## src/hw/rtl/bbm_pkg.sv

```systemverilog
// Shared definitions for the radix-2 Booth multiplier.
// Holds the Booth recoding operation type and its decode function; no dependencies.
package bbm_pkg;

  typedef enum logic [1:0] {
    BOOTH_NOP,
    BOOTH_ADD,
    BOOTH_SUB
  } booth_op_e;

  // Recode the pair (current multiplier bit, bit below it).
  function automatic booth_op_e booth_decode(input logic cur, input logic prev);
    booth_op_e op;
    case ({cur, prev})
      2'b10:   op = BOOTH_SUB;
      2'b01:   op = BOOTH_ADD;
      default: op = BOOTH_NOP;
    endcase
    return op;
  endfunction

endpackage

```

## src/hw/rtl/bbm_cell.sv

```systemverilog
// One Booth step: add or subtract the multiplicand, then shift acc:q right arithmetically.
// Registers the result for the next cell of the chain. Depends on bbm_pkg.
module bbm_cell import bbm_pkg::*; #(
  parameter int unsigned WIDTH = 8
) (
  input  logic             clk_i,
  input  logic             rst_ni,
  input  logic             valid_i,
  input  logic [WIDTH:0]   mcand_i,
  input  logic [WIDTH:0]   acc_i,
  input  logic [WIDTH-1:0] q_i,
  input  logic             prev_i,
  output logic             valid_o,
  output logic [WIDTH:0]   mcand_o,
  output logic [WIDTH:0]   acc_o,
  output logic [WIDTH-1:0] q_o,
  output logic             prev_o
);

  booth_op_e        op;
  logic [WIDTH:0]   sum;
  logic             valid_q;
  logic [WIDTH:0]   mcand_q, mcand_d;
  logic [WIDTH:0]   acc_q, acc_d;
  logic [WIDTH-1:0] q_q, q_d;
  logic             prev_q, prev_d;

  always_comb begin
    op = booth_decode(q_i[0], prev_i);
    case (op)
      BOOTH_ADD: sum = acc_i + mcand_i;
      BOOTH_SUB: sum = acc_i - mcand_i;
      default:   sum = acc_i;
    endcase
    // The low accumulator bit moves into the top of the multiplier register.
    acc_d   = {sum[WIDTH], sum[WIDTH:1]};
    q_d     = {sum[0], q_i[WIDTH-1:1]};
    prev_d  = q_i[0];
    mcand_d = mcand_i;
  end

  always_ff @(posedge clk_i or negedge rst_ni) begin
    if (!rst_ni) begin
      valid_q <= 1'b0;
    end else begin
      valid_q <= valid_i;
    end
  end

  always_ff @(posedge clk_i) begin
    mcand_q <= mcand_d;
    acc_q   <= acc_d;
    q_q     <= q_d;
    prev_q  <= prev_d;
  end

  assign valid_o = valid_q;
  assign mcand_o = mcand_q;
  assign acc_o   = acc_q;
  assign q_o     = q_q;
  assign prev_o  = prev_q;

endmodule

```

## src/hw/rtl/booth_radix2_multiplier.sv

```systemverilog
// done_o marks a word leaving the last registered cell of the chain.
// Throughput: one word per cycle; a chain of WIDTH Booth cells, one step per cell.
// busy_o stays low, so start_i is taken in every cycle; results cannot be stalled.
// Reset clears the valid bits of the chain; words in flight are dropped.
// Top level of the radix-2 Booth multiplier; depends on bbm_cell.
module booth_radix2_multiplier #(
  parameter int unsigned WIDTH = 8
) (
  input  logic                        clk_i,
  input  logic                        rst_ni,
  input  logic                        start_i,
  output logic                        busy_o,
  input  logic signed [WIDTH-1:0]     multiplicand_i,
  input  logic signed [WIDTH-1:0]     multiplier_i,
  output logic signed [2*WIDTH-1:0]   product_o,
  output logic                        done_o
);

  logic             valid_w [0:WIDTH];
  logic [WIDTH:0]   mcand_w [0:WIDTH];
  logic [WIDTH:0]   acc_w   [0:WIDTH];
  logic [WIDTH-1:0] q_w     [0:WIDTH];
  logic             prev_w  [0:WIDTH];

  assign busy_o     = 1'b0;
  assign valid_w[0] = start_i;
  assign mcand_w[0] = {multiplicand_i[WIDTH-1], multiplicand_i};
  assign acc_w[0]   = '0;
  assign q_w[0]     = multiplier_i;
  assign prev_w[0]  = 1'b0;

  for (genvar i = 0; i < WIDTH; i++) begin : g_cell
    bbm_cell #(
      .WIDTH(WIDTH)
    ) u_cell (
      .clk_i  (clk_i),
      .rst_ni (rst_ni),
      .valid_i(valid_w[i]),
      .mcand_i(mcand_w[i]),
      .acc_i  (acc_w[i]),
      .q_i    (q_w[i]),
      .prev_i (prev_w[i]),
      .valid_o(valid_w[i+1]),
      .mcand_o(mcand_w[i+1]),
      .acc_o  (acc_w[i+1]),
      .q_o    (q_w[i+1]),
      .prev_o (prev_w[i+1])
    );
  end

  assign product_o = {acc_w[WIDTH][WIDTH-1:0], q_w[WIDTH]};
  assign done_o    = valid_w[WIDTH];

  a_done_has_start: assert property (@(posedge clk_i) disable iff (!rst_ni)
    done_o |-> $past(start_i, WIDTH))
    else $error("done_o without a word accepted WIDTH cycles earlier");

  a_start_gives_done: assert property (@(posedge clk_i) disable iff (!rst_ni)
    (start_i && !busy_o) |-> ##WIDTH done_o)
    else $error("accepted word produced no result");

  a_product_exact: assert property (@(posedge clk_i) disable iff (!rst_ni)
    done_o |-> (product_o ==
      $signed($past(multiplicand_i, WIDTH)) * $signed($past(multiplier_i, WIDTH))))
    else $error("product does not match the operands");

endmodule

```

## config.mk

```make
export PLATFORM = sky130hd
export DESIGN_NAME = booth_radix2_multiplier
export DESIGN_NICKNAME = d
export VERILOG_FILES = /design/src/hw/rtl/bbm_pkg.sv /design/src/hw/rtl/bbm_cell.sv /design/src/hw/rtl/booth_radix2_multiplier.sv
export SDC_FILE = /design/constraint.sdc
export NUM_CORES = 1
export LEC_CHECK = 0
export BUFFER_PORTS_ARGS = -buffer_cell sky130_fd_sc_hd__buf_2
export CELL_PAD_IN_SITES_DETAIL_PLACEMENT = 0
export CELL_PAD_IN_SITES_GLOBAL_PLACEMENT = 2
export CORE_MARGIN = 10
export CORE_UTILIZATION = 40
export CTS_CLUSTER_SIZE = 40
export DETAILED_ROUTE_END_ITERATION = 8
export GPL_TIMING_DRIVEN = 1
export PLACE_DENSITY = 0.77
export SETUP_SLACK_MARGIN = 0.15
export SYNTH_ARGS = -nofsm -noshare
export SYNTH_HDL_FRONTEND = slang
export SYNTH_SLANG_ARGS = --single-unit
```

## constraint.sdc

```tcl
create_clock -name clk_i -period 3.4 [get_ports clk_i]
set_input_delay 0.17 -clock clk_i [delete_from_list [all_inputs] [get_ports clk_i]]
set_output_delay 0.17 -clock clk_i [all_outputs]
set_load 0.02 [all_outputs]
```

# Yosys cells after proc, flatten, opt, wreduce, memory -nomap -nowiden

Index checks and enable logic that the tools add are counted.

Register bits after elaboration: 199
Input port bits: 19
Output and inout bits: 18
Logic and storage cells: 99

Add/subtract/negate cells: 15
Eq/ne operators: 30
Muxes and demuxes: 16

Operators with widths:

| kind                  | number |
|---|---|
| $pmux W9 S2           | 8 |
| $add A8 B8 Y9         | 7 |
| $sub A8 B8 Y9         | 7 |
| $eq A2 B1 Y1 const B  | 15 |
| $eq A2 B2 Y1 const B  | 15 |
| $pmux W2 S2           | 7 |
| $sub A1 B8 Y9 const A | 1 |
| $mux W2               | 1 |

# Longest topological paths before layout

Depth after elaboration: 4
Gate-level depth with buffers: 11
Depth with buffers taken out: 11

# Hierarchy

A second synthesis with hierarchy kept.

Cells, all modules: 978
Area total of the unflattened synthesis: 9920.8 µm²

Modules (own cells, without submodules):

| module                  | instances | cells an instance | area an instance (µm²) | sequential area each (µm²) |
|---|---|---|---|---|
| bbm_cell                | 8         | 122               | 1238.7                 | 545.5 |
| booth_radix2_multiplier | 1         | 2                 | 11.3                   | 0.0 |

# Worst setup path after synthesis

Ideal clock, no wire load.

Path kind: reg2reg
From: reg g_cell[3].u_cell.prev_q
To: reg g_cell[4].u_cell.acc_q[6]
Setup time: 106 ps
Arrival: 2333 ps
Path slack: 962 ps
Cell stages (with the launch flop): 12
Path buffers: 1
Clock period less this slack: 2438 ps
Cell sequence: dfxtp_1 -> inv_1 -> ha_1 -> clkbuf_1 -> nor2_1 -> xnor2_1 -> ha_1 -> inv_1 -> a211oi_1 -> nor3_1 -> or3_1 -> o311ai_0

Longest elaborated chain between the ends: 4

Ends and longest elaborated chain:

| what                                                | RTL line       | text |
|---|---|---|
| from (decl)                                         | bbm_cell.sv:26 | `logic prev_q, prev_d;` |
| from (signal assigned)                              | bbm_cell.sv:54 | `prev_q <= prev_d;` |
| $eq A2 B1 Y1 / $eq A2 B2 Y1 (equally long branches) | bbm_pkg.sv:14  | `case ({cur, prev})` |
| $pmux W2 S2 (*)                                     | bbm_pkg.sv:14  |  |
| $eq A2 B2 Y1 / $eq A2 B1 Y1 (equally long branches) | bbm_cell.sv:30 | `case (op)` |
| $pmux W9 S2 (*)                                     | bbm_cell.sv:30 |  |
| via g_cell[4].u_cell.sum[7]                         | bbm_cell.sv:21 | `logic [WIDTH:0] sum;` |
| to (signal assigned)                                | bbm_cell.sv:52 | `acc_q <= acc_d;` |
| to (decl)                                           | bbm_cell.sv:24 | `logic [WIDTH:0] acc_q, acc_d;` |

The timed path passes the listed nets; every way through them passes the cells marked *.

# Worst setup path in the final report

From: reg g_cell[6].u_cell.mcand_q[0]
To: reg g_cell[7].u_cell.acc_o[7] (netlist name)

Longest elaborated chain between the ends: 2

Ends and longest elaborated chain:

| what                                                  | RTL line                       | text |
|---|---|---|
| from (decl)                                           | bbm_cell.sv:23                 | `logic [WIDTH:0] mcand_q, mcand_d;` |
| from (signal assigned)                                | bbm_cell.sv:51                 | `mcand_q <= mcand_d;` |
| $sub A8 B8 Y9 / $add A8 B8 Y9 (equally long branches) | bbm_cell.sv:32, bbm_cell.sv:31 |  |
| $pmux W9 S2 (*)                                       | bbm_cell.sv:30                 |  |
| via g_cell[7].u_cell.sum[8]                           | bbm_cell.sv:21                 |  |

Marked as above.

==> impl_results.md <==
* Row count at 55
* PD cells at about 800 nW/um^2
* CTS buffer count at 17
* Drt initial violations at 264
* Tot GR Track Use at roughly 14%
* Largest net degree at the start of global routing at 22
* Max stage delay on crit path at between 500 and 600 ps
* Leakage at 4.306 nW
* Post-DP HPWL at around 15000 um
* Synth area leaders: dfxtp_1 (42%), ha_1 (9.8%), xnor2_1 (5.6%), inv_1 (2.8%), nor3_1 (2.7%)
* Vias in the first global route at between 6000 and 7000
* Die width at 170.6 um
* Max Transition Viols Final at 0
* Clock Tree Buf Depth at 2
* Multi-input gate area at approximately 4600 um^2
* Total of max-cap violations at 0
* Final period util at between 80% and 90%
* Ys flop type: dfxtp_1
* RSZ-0062 raised after global routing: no
* Synth Register Bits at between 150 and 200
* Synth Instances at around 950
* Startpoint type of the worst setup path: register
* Final setup viols at 0
* Clock Sink Count at 199
* Yosys warning total at 0
* Die area at 29090 um^2
* Initial antenna violation count at 0
* Crit path DAT at 3030 ps
* Async set-or-reset flop fraction in the synthesized netlist at between 4 and 5%
* Placed inst area at 9455 um^2
* Fmax at approximately 370 MHz
* VDD IR max at around 0.37 mV
* Area fraction of the dominant cell type after synthesis at 42.16%
* DRT Wirelength at 18870 um
* Crit path max-delay cell type: or4_1
* Die height at between 150 and 200 um
* R2R Path Start: g_cell[6].u_cell.mcand_o[0]
* DRC at 0
* CP cell instances: inv_1, ha_1, nor3b_1, nor2_1, xnor2_1, ha_1, o21ai_0, o21a_1, or4_1, nand4_1, o31ai_1
* Root buffer cell: clkbuf_16
* Fill cell count at approximately 2200
* Total number of H-tree levels at 4
* Drt wl/cell at 14.65 um
* Buffers on Ports at 35
* Via density per instance at roughly 5
* Core Region at between 20000 and 25000 um^2
* Max Fanout on Critical Path at 4
* CTS tree: yes
* Layout cells sized above 1 at 8.674%
* Final Cell Area at approximately 10000 um^2
* Area Growth Syn to Fin at 12.67%
* Crit path capture type: register
* Worst skew pair latency at approximately 430 ps
* Storage element area at 4024 um^2
* Final setup TNS at 0 ps
* Num ports at 37
* Sequential share of the synthesized area at between 40% and 50%
* WS Path Type: reg2reg
* Hold crit path type: in2async
* Worst-path clk slew at about 80 ps
* Post_cts resized at 0
* Outcome: complete, no violations
* Post-Syn Area at between 9000 and 10000 um^2
* Post-CTS setup buffers at 0
* Starting density of the core at about two fifths
* Post-Synthesis Net Count at roughly 1000
* Yosys cell types at 56
* Final hold violations at 0
* Avg Inst Size Synth at around 9.6 um^2
* Final Critical Period at between 2000 and 3000 ps
* Worst Setup SP: g_cell[6].u_cell.mcand_o[0]
* Ant. Diodes at 0
* DRT antenna net count at 0
* Critical path required time at about 3700 ps
* Area leader, netlist: dfxtp_1
* Pre-antenna DRT Iters at 5
* Final nets at ~1100
* Post-synth EDFFs at 0
* GRT Residual Overflow at 0
* First-pass GRT wire length at 31660 um
* Max-slew headroom at 54.57%
* Cell mode on critical path: ha_1
* Actual slew at the worst max-slew pin at roughly 700 ps
* Gpl congestion at 0.7971
* Setup Skew at between 15 and 20 ps
* CTS Hold Bufs at 18
* Via count at 6439
## sequential cells by signal (all words and copies together), names as in the netlist
name and flops:
g_cell.u_cell.mcand_o 56, g_cell.u_cell.valid_o 8, g_cell.u_cell.acc_o 64, g_cell.u_cell.prev_o 7, g_cell.u_cell.q_o 64
## power breakdown
part           switching, mW  total (mW)  internal, mW
Clock                  0.914        1.97          1.06
Sequential             0.342        3.20          2.86
Combinational           1.65        2.99          1.33
Total                   2.91        8.16          5.25
## worst paths after layout
kind	slack (ps)	endpoint	cells after the start
hold reg to reg	320	g_cell[6].u_cell.q_o[5]	0
setup reg to reg	660	g_cell[7].u_cell.acc_o[7]	11
hold / removal	100	g_cell[5].u_cell.valid_o	2
setup / recovery	660	g_cell[7].u_cell.acc_o[7]	11
max in group asynchronous	3140	g_cell[7].u_cell.valid_o	2
min in group clk_i	320	g_cell[6].u_cell.q_o[5]	0
## through the flow
step | hold WS [ps] | setup WS, ps | cells | utilization, % | total power, mW
after floorplan | -125.6 | 961.5 | 948 | - | 5.553
after global placement | 13.04 | 646.5 | 1238 | 42.02 | 6.287
after detailed placement | 20.84 | 627.2 | 1238 | 42.02 | 6.256
after CTS | 83.88 | 611.0 | 1288 | 45.40 | 8.271
after global routing | 106.7 | 412.3 | 1288 | 45.40 | 8.820
final | 97.73 | 663.1 | 1288 | 45.40 | 8.159
## cells in the mapped netlist (9+ instances only)
master / number
dfxtp_1: 191
nand2b_1: 12
nor3_1: 49
mux2i_1: 16
xnor2_1: 58
and2_1: 9
a211oi_1: 13
ha_1: 71
clkbuf_1: 17
o31ai_1: 21
a21oi_1: 42
nand2_1: 62
nor4_1: 11
o21ai_0: 41
inv_1: 68
or3_1: 13
nor3b_1: 14
buf_4: 9
o21a_1: 16
xor2_1: 15
nor2_1: 59
## layout by cell type (no fill, tap or decap), types with 9 or more instances in the layout
| master | instances |
|---|---|
| dlygate4sd3_1 | 18 |
| nor3_1 | 49 |
| a211oi_1 | 13 |
| nand2_1 | 62 |
| ha_1 | 71 |
| o31ai_1 | 21 |
| mux2i_1 | 16 |
| o21ai_0 | 41 |
| nor3b_1 | 14 |
| inv_1 | 68 |
| clkbuf_16 | 17 |
| a21oi_1 | 42 |
| or3_1 | 13 |
| nor4_1 | 11 |
| buf_2 | 35 |
| dfxtp_1 | 191 |
| xor2_1 | 15 |
| nand2b_1 | 12 |
| o21a_1 | 16 |
| and2_1 | 9 |
| nor2_1 | 59 |
| xnor2_1 | 58 |
## cells by family (layout without fill, tap and decap cells)
group                      after synthesis  in the layout  share of synthesized area, %
and+or+nand+nor                        280            280                         15.92
xor gates and xnor gates                73             73                         7.050
DFF                                    199            199                         44.37
muxes                                   23             23                         2.635
other                                    1              1                       0.04135
AOI/OAI and AO/OA                      195            195                         14.14
buffers and inverters                   99            154                         4.498
adders and majority gates               78             78                         11.34
## layout make-up
class,instances,area share (%)
multi-input cells,650,45.38
flip-flops and latches,199,39.38
clock buffers,20,4.372
repair buffers,54,3.551
well taps,285,3.490
inverters,68,2.498
clock inverters,12,1.323
## critical path, delay by kind of cell, from the launching register on
kind | cells | cell delay (ps)
AOI/OAI and AO/OA | 3 | 450
buffers and inverters | 1 | 70
and+or+nand+nor | 4 | 1070
xor gates and xnor gates | 1 | 160
adders and majority gates | 2 | 500
DFF | 1 | 350
## metal layers
layer	up-vias	routed length [um]	track usage, %
met5	-	0	0
met4	0	235	3.661
met3	19	482	2.742
met2	67	9659	24.16
met1	2919	8489	16.08
li1	3434	-	-
(Power assumes the default switching activity.)
